**config.mk**
```make
export PLATFORM = sky130hd
export DESIGN_NAME = llh_queue
export DESIGN_NICKNAME = d
export VERILOG_FILES = /design/src/hw/rtl/llh_pkg.sv /design/src/hw/rtl/llh_queue.sv
export SDC_FILE = /design/constraint.sdc
export NUM_CORES = 1
export LEC_CHECK = 0
export ABC_AREA = 1
export BUFFER_PORTS_ARGS = -buffer_cell sky130_fd_sc_hd__buf_2
export CAP_MARGIN = 25
export CORE_ASPECT_RATIO = 0.6
export CORE_MARGIN = 2
export CORE_UTILIZATION = 55
export CTS_BUF_LIST = sky130_fd_sc_hd__clkbuf_8
export CTS_CLUSTER_DIAMETER = 60
export CTS_CLUSTER_SIZE = 8
export DETAILED_ROUTE_END_ITERATION = 7
export PLACE_DENSITY_LB_ADDON = 0.3
export SYNTH_ARGS = -nofsm -noshare
export SYNTH_HDL_FRONTEND = slang
export SYNTH_SLANG_ARGS = --single-unit
```
**constraint.sdc**
```tcl
create_clock -name i_clk -period 2.5 [get_ports i_clk]
set_input_delay 0.125 -clock i_clk [delete_from_list [all_inputs] [get_ports i_clk]]
set_output_delay 0.125 -clock i_clk [all_outputs]
set_load 0.02 [all_outputs]
```
**src/hw/rtl/llh_pkg.sv**
```systemverilog
// Shared types and constants of the log-linear histogram engine.
`default_nettype none

package llh_pkg;

    localparam int OP_W     = 2;
    localparam int SAMPLE_W = 64;
    localparam int Q_W      = 17;
    localparam int Q_FRAC   = 16;
    localparam int BUCKET_W = 10;
    localparam int VALUE_W  = 41;
    localparam int TOTAL_W  = 40;
    localparam int QDEPTH   = 4;
    localparam int QPTR_W   = 2;
    localparam int QCNT_W   = 3;

    typedef enum logic [OP_W-1:0] {
        OP_RECORD = 2'd0,
        OP_QUERY  = 2'd1,
        OP_CLEAR  = 2'd2,
        OP_NONE   = 2'd3
    } t_op;

    // Classified item handed from the front end to the execution side.
    typedef struct packed {
        t_op                 op;
        logic [BUCKET_W-1:0] bucket;
        logic [Q_W-1:0]      quantile;
    } t_cmd;

    typedef enum logic [2:0] {
        S_INIT,
        S_IDLE,
        S_REC,
        S_MUL,
        S_TGT,
        S_SCAN,
        S_EMIT,
        S_CLEAR
    } t_state;

endpackage

`default_nettype wire

```
**src/hw/rtl/llh_queue.sv**
```systemverilog
// Short command queue between the front end and the execution side.
`default_nettype none

module llh_queue
    import llh_pkg::*;
(
    input  wire logic              i_clk,
    input  wire logic              i_rst_n,
    input  wire logic              i_push,
    input  wire t_cmd              i_cmd,
    input  wire logic              i_pop,
    output logic                   o_valid,
    output t_cmd                   o_cmd,
    output logic [QCNT_W-1:0]      o_count
);

    t_cmd                r_mem [QDEPTH];
    logic [QPTR_W-1:0]   r_wr;
    logic [QPTR_W-1:0]   r_rd;
    logic [QCNT_W-1:0]   r_count;
    logic                w_pop;

    assign w_pop   = i_pop && (r_count != '0);
    assign o_valid = (r_count != '0);
    assign o_cmd   = r_mem[r_rd];
    assign o_count = r_count;

    always_ff @(posedge i_clk) begin
        if (!i_rst_n) begin
            r_wr    <= '0;
            r_rd    <= '0;
            r_count <= '0;
        end else begin
            if (i_push) begin
                r_wr <= r_wr + QPTR_W'(1);
            end
            if (w_pop) begin
                r_rd <= r_rd + QPTR_W'(1);
            end
            r_count <= r_count + QCNT_W'(i_push) - QCNT_W'(w_pop);
        end
    end

    always_ff @(posedge i_clk) begin
        if (i_push) begin
            r_mem[r_wr] <= i_cmd;
        end
    end

endmodule

`default_nettype wire

```
==> reports/qor.txt <==
Status: finished clean
Sequential Area: 0.00366 mm^2
Hold Crit Depth: 2
I/O pin count: 66
N_diodes: 0
Vias: 3,050
Core ar.: 0.00905 mm^2
Top cell type by total area after synthesis: edfxtp_1
Clk sinks: 125
Max_slew headroom: 58.0%
Setup TNS: 0 ns
Highest clock rate: 469 MHz
Top cell type's share of synthesized area: 68.8%
Critical path type: flip-flop to output pin
Mapped Nets: 381
CP Capture Type: output pin
GRT Overall Usage: 20.8%
Final Net Count: 488
H-tree Lvls: 4
Worst-path fanout max: 32
Post-Syn Area per Cell: 14.9 um^2
Met3 usage: 6.41%
Post-route minimum period: 2.13 ns
Full die area: 0.0100 mm^2
Gpl congestion: 0.714
Syn Inst Count: 341
Ys flop type: edfxtp_1
Clock latency on the worst-skew pair: 0.43 ns
Avg WL per Cell: 16.6 um
Total of max-cap violations: 0
Ranking of synthesized cells by area: edfxtp_1 (69%), o21ai_0 (5.7%), o22ai_2 (4.9%)
WP data arrival: 2.01 ns
R2R Path Start: o_count[1]
Mapped cell area: 0.00507 mm^2
Hold WC Path Type: input pin to flip-flop
Row cnt: 27
Synth unique cells: 22
Top-count cell post-synth: edfxtp_1
Most Crowded Layer GR: met2
TritonCTS Buffers: 17
Final setup violation count: 0
Antenna violations before repair: 0
Setup Skew: 0.00832 ns
Initial Util: 56.0%
Die width: 128 um
Dpl hpwl: 5570 um
Drt pass-1 iters: 4
Max Slew Vio Count: 0
Detailed-route DRC error count: 0
Drt initial violations: 241
Met1 usage in global routing: 27.9%
VDD IR max: 0.605 mV
Clock Tree Root: clkbuf_8
Fin. Hold Viols: 0
Worst path required time: 2.38 ns
Final wirelength: 9550 um
Area of the multi-input gates: 0.00121 mm^2
Hold path startpoint: i_cmd[27]
Register clock-pin slew on the reported worst setup and hold paths: 0.07 ns
Final Core Density: 69.6%
Die Ht: 78.3 um
Post-route ant nets: 0
Syn-to-layout area delta: 24.4%
Tcrit/Tclk final: 85.3%
Leak: 2.28 nW
Worst hold margin: 0.441 ns
Post-synth EDFFs: 116
Yosys reg bits: 125
Grt ovf: 0
Synth warnings: 0
Vias in the first global route: 2,994
R2R depth: 9
Input/output buffers: 65
CTS tree: yes
Worst slew pin tran: 0.630 ns
Post-CTS Resized: 0
Met2 Use GR: 32.2%
RSZ-0062 raised after global routing: false
Post-synth ARST share: 0%
Clock buffer depth: 2
Layout cells sized above 1: 34.9%
Final Power: 5.98 mW
CP startpoint kind: flip-flop
First-pass GRT wire length: 15,300 um
Fillers: 623
Largest net degree at the start of global routing: 59
Sequential fraction of the synthesis area: 72.3%
Commonest cells post-synth: edfxtp_1 (116), o21ai_0 (58), nor2_1 (34)
Via density: 5.29
Power Dens Cells: 949 mW/mm^2
-- through the flow --
step                      setup slack, ns  std cells  instance area, um^2
final                               0.369        577                 6300
after global routing                0.234        577                 6300
after CTS                           0.314        577                 6300
after detailed placement            0.741        513                 5520
after global placement              0.820        513                 5520
after floorplan                     0.779        341                 5070
-- critical path: stages (launching register included) --
cell and delay, ns:
dfxtp_2 0.34, clkinv_2 0.32, buf_12 0.34, o21ai_0 0.26, o22ai_2 0.12, buf_2 0.18
-- cell usage in the layout (no fill, tap or decap), types with 5 or more instances in the layout --
cell type      synthesis  routed
bufinv_16              0       5
nand2_1               14      14
o21ai_0               58      58
dfxtp_1                9       8
buf_4                  1       5
buf_2                 11      65
inv_1                 12      12
nor2_1                34      34
nor2_4                20      20
nor2_2                 9       9
o22ai_1                9       9
a21oi_1                5       5
ha_1                   6       6
clkbuf_8               0      17
edfxtp_1             116     116
dlygate4sd3_1          0      32
o22ai_2               20      20
-- final timing paths --
path,endpoint,slack [ns]
setup / recovery,o_cmd[8],0.37
hold / removal,r_mem[0][27],0.44
setup reg to reg,o_count[2],0.74
hold reg to reg,r_rd[0],0.50
-- timing repair --
item,4_1_cts,5_1_grt
hold buffers,32,0
buffers inserted,0,0
endpoints found under the hold margin,125,0
-- metal layers --
layer  routed length (um)  vias to the layer above
met4                  133                        0
met3                  445                       13
met2                 4510                       82
met5                    0                        -
li1                     -                     1470
met1                 4470                     1485
-- cell type report --
cell class / count / area share [%]
flip-flops and latches: 125 / 58.2
multi-input cells: 181 / 19.1
repair buffers: 106 / 12.1
clock buffers: 17 / 3.71
clock inverters: 15 / 3.52
well taps: 116 / 2.30
inverters: 17 / 1.03
-- kinds of logic after synthesis --
logic type                 count (synthesis)  share of synthesized area, %
adders and majority gates                  7                          1.88
DFF                                      125                          72.3
AOI/OAI and AO/OA                         95                          12.6
and+or+nand+nor                           79                          9.31
buffers and inverters                     35                          3.88
-- flip-flops by register name, indices dropped and copies added (netlist names), named ones only --
| register | cells |
|---|---|
| r_wr | 2 |
| r_mem | 116 |
| r_rd | 2 |
| o_count | 3 |
-- power breakdown --
part	leakage, nW	switching, mW	internal, mW
Clock	0.218	0.787	1.18
Combinational	0.927	1.03	0.518
Sequential	1.14	0.0520	2.41
Total	2.28	1.87	4.11
Power figures use the tool's default switching activity.
