--- config.mk ---
export PLATFORM = sky130hd
export DESIGN_NAME = llh_front
export DESIGN_NICKNAME = d
export VERILOG_FILES = /design/src/hw/rtl/llh_pkg.sv /design/src/hw/rtl/llh_front.sv
export SDC_FILE = /design/constraint.sdc
export NUM_CORES = 1
export LEC_CHECK = 0
export ABC_AREA = 1
export ABC_CLOCK_PERIOD_IN_PS = 11050
export BUFFER_PORTS_ARGS = -buffer_cell sky130_fd_sc_hd__buf_2
export CORE_MARGIN = 2
export CORE_UTILIZATION = 50
export CTS_BUF_LIST = sky130_fd_sc_hd__clkbuf_4 sky130_fd_sc_hd__clkbuf_8
export DETAILED_ROUTE_END_ITERATION = 8
export PLACE_DENSITY = 0.84
export SETUP_SLACK_MARGIN = 0.15
export SYNTH_ARGS = -nofsm -noshare
export SYNTH_HDL_FRONTEND = slang
export SYNTH_SLANG_ARGS = --single-unit
--- constraint.sdc ---
create_clock -name i_clk -period 11.05 [get_ports i_clk]
set_input_delay 2.21 -clock i_clk [delete_from_list [all_inputs] [get_ports i_clk]]
set_output_delay 2.21 -clock i_clk [all_outputs]
set_load 0.1 [all_outputs]
--- src/hw/rtl/llh_pkg.sv ---
// Shared types and constants of the log-linear histogram engine.
`default_nettype none

package llh_pkg;

    localparam int OP_W     = 2;
    localparam int SAMPLE_W = 64;
    localparam int Q_W      = 17;
    localparam int Q_FRAC   = 16;
    localparam int BUCKET_W = 10;
    localparam int VALUE_W  = 41;
    localparam int TOTAL_W  = 40;
    localparam int QDEPTH   = 4;
    localparam int QPTR_W   = 2;
    localparam int QCNT_W   = 3;

    typedef enum logic [OP_W-1:0] {
        OP_RECORD = 2'd0,
        OP_QUERY  = 2'd1,
        OP_CLEAR  = 2'd2,
        OP_NONE   = 2'd3
    } t_op;

    // Classified item handed from the front end to the execution side.
    typedef struct packed {
        t_op                 op;
        logic [BUCKET_W-1:0] bucket;
        logic [Q_W-1:0]      quantile;
    } t_cmd;

    typedef enum logic [2:0] {
        S_INIT,
        S_IDLE,
        S_REC,
        S_MUL,
        S_TGT,
        S_SCAN,
        S_EMIT,
        S_CLEAR
    } t_state;

endpackage

`default_nettype wire

--- src/hw/rtl/llh_front.sv ---
// Front end: accepts items and maps each sample to its bucket index.
`default_nettype none

module llh_front
    import llh_pkg::*;
#(
    parameter int SUB_BITS = 4,
    parameter int TOP_MSB  = 40,
    parameter int BUCKETS  = 608
) (
    input  wire logic                i_clk,
    input  wire logic                i_rst_n,
    input  wire logic                i_start,
    input  wire logic [OP_W-1:0]     i_operation,
    input  wire logic [SAMPLE_W-1:0] i_sample,
    input  wire logic [Q_W-1:0]      i_quantile,
    input  wire logic                i_init,
    input  wire logic [QCNT_W-1:0]   i_q_count,
    output logic                     o_busy,
    output logic                     o_push,
    output t_cmd                     o_cmd
);

    localparam int GROUPS = 8;
    localparam int GRP_W  = 8;
    localparam int CW     = QCNT_W + 1;

    logic                           w_accept;
    logic [GROUPS-1:0]              w_nz;
    logic [GROUPS-1:0][2:0]         w_pos;

    logic                           r_valid;
    t_op                            r_op;
    logic [SAMPLE_W-1:0]            r_sample;
    logic [Q_W-1:0]                 r_quantile;
    logic [GROUPS-1:0]              r_nz;
    logic [GROUPS-1:0][2:0]         r_pos;

    logic [2:0]                     w_grp;
    logic [5:0]                     w_msb;
    logic [5:0]                     w_shamt;
    logic [SAMPLE_W-1:0]            w_shifted;
    logic [15:0]                    w_hi;
    logic [15:0]                    w_raw;

    // An item in the input register always finds room in the queue.
    assign o_busy   = i_init
                   || (({1'b0, i_q_count} + CW'(r_valid)) >= CW'(QDEPTH));
    assign w_accept = i_start && !o_busy;

    // First half of the leading-one search: one position per byte.
    always_comb begin
        for (int g = 0; g < GROUPS; g++) begin
            w_nz[g]  = |i_sample[g*GRP_W +: GRP_W];
            w_pos[g] = 3'd0;
            for (int b = 0; b < GRP_W; b++) begin
                if (i_sample[g*GRP_W + b]) begin
                    w_pos[g] = 3'(b);
                end
            end
        end
    end

    always_ff @(posedge i_clk) begin
        if (!i_rst_n) begin
            r_valid <= 1'b0;
        end else begin
            r_valid <= w_accept;
        end
    end

    always_ff @(posedge i_clk) begin
        if (w_accept) begin
            r_op       <= t_op'(i_operation);
            r_sample   <= i_sample;
            r_quantile <= i_quantile;
            r_nz       <= w_nz;
            r_pos      <= w_pos;
        end
    end

    always_comb begin
        w_grp = 3'd0;
        for (int g = 0; g < GROUPS; g++) begin
            if (r_nz[g]) begin
                w_grp = 3'(g);
            end
        end
        w_msb     = {w_grp, r_pos[w_grp]};
        w_shamt   = w_msb - 6'(SUB_BITS);
        w_shifted = r_sample >> w_shamt;
        w_hi      = 16'(w_msb) - 16'(SUB_BITS) + 16'd1;
        w_raw     = (w_hi << SUB_BITS) | 16'(w_shifted[SUB_BITS-1:0]);
        if (r_sample[SAMPLE_W-1:SUB_BITS] == '0) begin
            w_raw = 16'(r_sample[SUB_BITS-1:0]);
        end else if (w_msb > 6'(TOP_MSB)) begin
            w_raw = 16'(BUCKETS - 1);
        end
        if (w_raw > 16'(BUCKETS - 1)) begin
            w_raw = 16'(BUCKETS - 1);
        end
    end

    assign o_push          = r_valid;
    assign o_cmd.op        = r_op;
    assign o_cmd.bucket    = BUCKET_W'(w_raw);
    assign o_cmd.quantile  = r_quantile;

endmodule

`default_nettype wire

==> flow_summary.json, run 1 <==
{
  "status": "finished, final reports clean",
  "grt_pass1_vias": 6059,
  "finalClockSkew_ns": 0.00845,
  "h-tree-depth": 4,
  "fin_tns_setup_ns": 0,
  "rsz0062_at_grt": "no",
  "wl_per_cell_um": 14.8,
  "drt_iter0_drc": 702,
  "finalWorstPathRequiredPeriod_ns": 6.85,
  "vias": 6518,
  "end_kind": "output pin",
  "r2r_cells": 3,
  "leakagePower_nw": 3.69,
  "powerDensity_mw_per_mm2": 157,
  "synth-seq-cells": 115,
  "row_count": 43,
  "areaGrowthSynthToFinish_pct": 15.5,
  "drtPass1Iterations": 5,
  "ctsHoldBuffers": 0,
  "min_to": "o_push",
  "drive_gt1_share_pct": 19.5,
  "fp.dieArea_mm2": 0.0153,
  "diodes": 0,
  "cts_buffers": 17,
  "wl_mm": 17.8,
  "gp_congestion": 0.901,
  "cts_sinks": 115,
  "synthDistinctLibCells": 44,
  "cp.arrival_ns": 4.64,
  "ir_worst_vdd_v": 0.000105,
  "slew_violations": 0,
  "relSlewSlack_pct": 30.0,
  "ys_seq_area_share_pct": 48.0,
  "ctsResizeCount": 0,
  "port_buffers": 120,
  "grt_max_degree": 85,
  "dpl.cell_count": 1169,
  "yosys_warnings": 0,
  "syn_area_per_cell_um2": 7.97,
  "antenna_found_initial": 0,
  "clock_latency_ns": 0.42,
  "min-delay-start": "o_push",
  "cp.required_ns": 8.84,
  "r2r_end": "r_sample[58]",
  "setup_violations": 0,
  "syn_area_mm2": 0.00718,
  "core_area_mm2": 0.0139,
  "synth-main-ff-cell": "edfxtp_1",
  "nFillCells": 1231,
  "dpl.hpwl_mm": 12.8,
  "r2r-start": "o_push",
  "yosysTopAreaCellShare_pct": 47.7,
  "grt_pass1_wl_mm": 28.7,
  "clk_pin_slew_ns": 0.07,
  "die_x_um": 124,
  "initial_core_util_pct": 51.5,
  "finalNonFillerCells": 1201,
  "hp-class": "reg -> reg",
  "ys_top_cells_by_area": "edfxtp_1, nand2_1, nand3_1",
  "fmax_ghz": 0.146,
  "cts_tree": "done",
  "synth_top_area_cell": "edfxtp_1",
  "synth_top_cells_by_count": "nand2_1, nand3_1, edfxtp_1, nor2_1, inv_1",
  "drtAntennaViolNets": 0,
  "via_per_inst": 5.43,
  "gr-total-overflow": 0,
  "grt_usage_pct": 24.5,
  "hold_viol_final": 0,
  "drc": 0,
  "post_cts_buffers": 0,
  "startpoint": "r_nz[7]",
  "synthArstFlopShare_pct": 0,
  "worst-path-max-fanout": 14,
  "clockRootBuffer": "clkbuf_8",
  "critPathLaunchType": "register",
  "io_pins": 121,
  "drv_cap": 0,
  "yosysMostFrequentCell": "nand2_1",
  "synthCells": 901,
  "worst_slew_pin_slew_ns": 1.05,
  "synth_edf_count": 114,
  "die_h_um": 124,
  "syn_nets": 995,
  "r2r_slack_ns": 8.31,
  "critPathKind": "reg -> out",
  "hold_path_depth": 2,
  "layout_worst_path_cycle_share_pct": 62.0,
  "cts_buffer_depth": 2,
  "nets": 1102
}
==> routing by layer <==
metal | routed length [um] | GRT usage (%) | vias up
met4 | 454 | 10.6 | 0
li1 | - | - | 3227
met2 | 8240 | 38.1 | 312
met1 | 7710 | 32.5 | 2941
met5 | 0 | 0 | -
met3 | 1400 | 6.18 | 38
==> critical path, stage by stage, from the launching register on <==
cell and delay [ns]:
edfxtp_1 0.44, inv_1 0.38, nand2_4 0.21, nand2_1 0.12
nand3_2 0.09, nand2_4 0.10, nand2_4 0.07, nand2_8 0.11
ha_1 0.19, xor2_1 0.74, clkinv_1 0.53, nand4_1 0.25
o21ai_1 0.09, nand2_1 0.10, inv_2 0.06, a21oi_4 0.20
nand2_1 0.07, inv_1 0.05, buf_2 0.41
==> registers in the layout (all words and copies together), names as in the netlist <==
name and flops:
r_pos 24, r_nz 7, r_quantile 17, r_op 2, o_push 1, r_sample 64
==> cell type report <==
cell class	instances	area (um^2)	area share, %
multi-input combinational	668	3220	38.9
sequential	115	3440	41.5
timing repair buffer	121	608	7.33
clock inverter	12	210	2.54
clock buffer	20	256	3.09
inverter	85	324	3.91
tap	180	225	2.72
==> how the worst max path moves through the flow <==
stage / end / cells after the start / slack, ns
after floorplan: r_nz[1] / 2 / 2.62
after global placement: o_cmd[25] / 18 / 4.72
after detailed placement: o_cmd[25] / 18 / 4.66
after CTS: o_cmd[25] / 18 / 4.19
after global routing: o_cmd[24] / 18 / 3.68
final: o_cmd[25] / 18 / 4.20
==> report_power, final <==
group / leakage [nW] / internal (mW) / switching [mW]
clock: 0.236 / 0.296 / 0.161
sequential: 1.08 / 0.496 / 0.00817
combinational: 2.38 / 0.0931 / 0.252
==> cells in the final DEF (no fill, tap or decap), types with 2 or more instances in the layout <==
master,instances
a21oi_1,36
a21oi_4,3
buf_2,120
bufinv_16,6
clkbuf_4,3
clkbuf_8,17
clkinv_1,4
clkinv_2,3
edfxtp_1,114
ha_1,4
inv_1,73
inv_2,8
inv_4,2
nand2_1,296
nand2_2,6
nand2_4,6
nand2_8,3
nand3_1,135
nand3_2,6
nand3b_1,3
nand4_1,4
nor2_1,87
nor2_4,5
nor4_1,13
o211ai_1,5
o21ai_0,33
o21ai_1,5
or2_0,2
xor2_1,2
==> stage by stage <==
step	worst slack, ns	util, %	area [um^2]	hold WS [ns]	power (mW)
5_1_grt	3.68	59.5	8290	0.767	1.37
2_1_floorplan	2.62	-	7180	1.83	0.785
3_5_place_dp	4.66	56.2	7830	0.683	0.851
6_report	4.20	59.5	8290	0.708	1.31
4_1_cts	4.19	59.5	8290	0.709	1.31
3_3_place_gp	4.72	56.2	7830	0.701	0.847
==> cell families (layout without fill, tap and decap cells) <==
| group | Yosys count | after routing | synth area share [%] |
|---|---|---|---|
| simple gates | 576 | 576 | 36.7 |
| buf+inv | 118 | 238 | 7.25 |
| flops | 115 | 115 | 48.0 |
| compound gates | 84 | 84 | 6.62 |
| fa+ha+maj | 4 | 4 | 0.697 |
| xor+xnor | 4 | 4 | 0.749 |
(Power assumes the default switching activity.)
==> run 2: changes to the inputs <==
--- a/config.mk
+++ b/config.mk
@@ -6,7 +6,7 @@
 export NUM_CORES = 1
 export LEC_CHECK = 0
 export ABC_AREA = 1
-export ABC_CLOCK_PERIOD_IN_PS = 11050
+export ABC_CLOCK_PERIOD_IN_PS = 7200
 export BUFFER_PORTS_ARGS = -buffer_cell sky130_fd_sc_hd__buf_2
 export CORE_MARGIN = 2
 export CORE_UTILIZATION = 50
==> constraint.sdc (replaced) <==
create_clock -name i_clk -period 7.2 [get_ports i_clk]
set_input_delay 1.44 -clock i_clk [delete_from_list [all_inputs] [get_ports i_clk]]
set_output_delay 1.44 -clock i_clk [all_outputs]
set_load 0.1 [all_outputs]
==> flow_summary.json, run 2 (synthesis gave the netlist of run 1 again) <==
{
  "ctsResizeCount": 0,
  "grt_usage_pct": 24.6,
  "drtPass1Iterations": 7,
  "drtAntennaViolNets": 0,
  "end_kind": "output pin",
  "fp.dieArea_mm2": 0.0153,
  "hold_viol_final": 0,
  "critPathKind": "reg -> out",
  "slew_violations": 0,
  "critPathLaunchType": "register",
  "drv_cap": 0,
  "whs_ns": 0.738,
  "grt_pass1_wl_mm": 28.6,
  "core_area_mm2": 0.0139,
  "gr-total-overflow": 0,
  "areaGrowthSynthToFinish_pct": 15.8,
  "final_common_cell": "nand2_1",
  "total_power_mw": 2.01,
  "cts_buffer_depth": 2,
  "r2r_slack_ns": 4.80,
  "setup_violations": 0,
  "diodes": 0,
  "cts_tree": "done",
  "clock_latency_ns": 0.45,
  "grt_pass1_vias": 6010,
  "cp.required_ns": 5.76,
  "rsz0062_at_grt": "no",
  "drt_iter0_drc": 748,
  "cts_sinks": 115,
  "row_count": 43,
  "post_cts_buffers": 0,
  "path_buf_inv": 5,
  "crit_chain": "inv_1, nand2_4, nand2_1, nand3_2, nand2_4, nand2_4, nand2_8, ha_1, xor2_1, clkinv_1, nand4_1, o21ai_1, nand2_1, inv_2, a21oi_4, nand2_1, inv_1, buf_2",
  "leakagePower_nw": 3.70,
  "fmax_ghz": 0.165,
  "initial_core_util_pct": 51.5,
  "port_buffers": 120,
  "final_cell_mix": "nand2_1, nand3_1, buf_2",
  "hp-class": "reg -> reg",
  "ctsHoldBuffers": 0,
  "fin_tns_setup_ns": 0,
  "cts_buffers": 17,
  "finalWorstPathRequiredPeriod_ns": 6.04,
  "largest_reg_flops": 64,
  "top_register": "r_sample",
  "cpMaxStageDelayCell": "xor2_1",
  "die_x_um": 124,
  "nets": 1103,
  "powerDensity_mw_per_mm2": 242,
  "antenna_found_initial": 0,
  "die_h_um": 124,
  "relSlewSlack_pct": 26.9,
  "vias": 6490,
  "wl_mm": 18.2,
  "top_regs": "r_sample (64), r_pos (24), r_quantile (17)",
  "io_pins": 121,
  "drc": 0,
  "via_per_inst": 5.40,
  "wl_per_cell_um": 15.1,
  "ir_worst_vdd_v": 0.000152,
  "cpPeakStageDelay_ns": 0.71,
  "drive_gt1_share_pct": 19.6,
  "worst-path-max-fanout": 14,
  "cp.arrival_ns": 4.60,
  "clk_pin_slew_ns": 0.06,
  "grt_max_degree": 78,
  "status": "finished, final reports clean",
  "nFillCells": 1229,
  "clockRootBuffer": "clkbuf_8",
  "dpl.hpwl_mm": 13.1,
  "finalClockSkew_ns": 0.0117,
  "critPathTopFamily": "buffers and inverters",
  "h-tree-depth": 4,
  "layout_worst_path_cycle_share_pct": 83.9,
  "gp_congestion": 0.888,
  "worst_slew_pin_slew_ns": 1.09
}
run 2: cell types whose count changed in the layout (fill, tap and decap cells not counted):
cell    change
buf_12      +1
run 2: metrics by stage:
stage / util, % / setup WS, ns / std cells / area [um^2]
6_report: 59.6 / 1.16 / 1202 / 8310
5_1_grt: 59.6 / 0.795 / 1202 / 8310
4_1_cts: 59.6 / 1.21 / 1202 / 8310
3_5_place_dp: 56.3 / 1.72 / 1170 / 7850
3_3_place_gp: 56.3 / 1.87 / 1170 / 7850
2_1_floorplan: - / 1.48 / 901 / 7180
run 2: worst register-to-register path: stages (launching register included):
cell and delay [ns]:
dfxtp_1 0.32, a311o_1 0.41, nor2_4 0.84, buf_12 0.43
run 2: cell type report:
class / instances / area, um^2 / area share, %
clock buffers: 20 / 256 / 3.09
clock inverters: 12 / 210 / 2.53
inverters: 85 / 324 / 3.90
multi-input cells: 668 / 3220 / 38.8
flip-flops and latches: 115 / 3440 / 41.4
well taps: 180 / 225 / 2.71
repair buffers: 122 / 628 / 7.56
run 2: worst paths after layout:
path             endpoint  cells after the start  startpoint
max             o_cmd[25]                     18     r_nz[7]
min                o_push                      2      o_push
max reg2reg  r_sample[45]                      3      o_push
min reg2reg        o_push                      2      o_push
run 2: metal layers:
layer / share of wire (%) / GRT usage [%] / vias to the layer above
li1: - / - / 3225
met1: 41 / 32.2 / 2914
met2: 47 / 39.7 / 312
met3: 9.3 / 5.63 / 39
met4: 2.6 / 9.45 / 0
met5: 0 / 0 / -
run 2: power by group:
group	total [mW]	switching [mW]	internal, mW
sequential	0.773	0.0128	0.761
clock	0.708	0.254	0.454
combinational	0.533	0.389	0.144
total	2.01	0.656	1.36
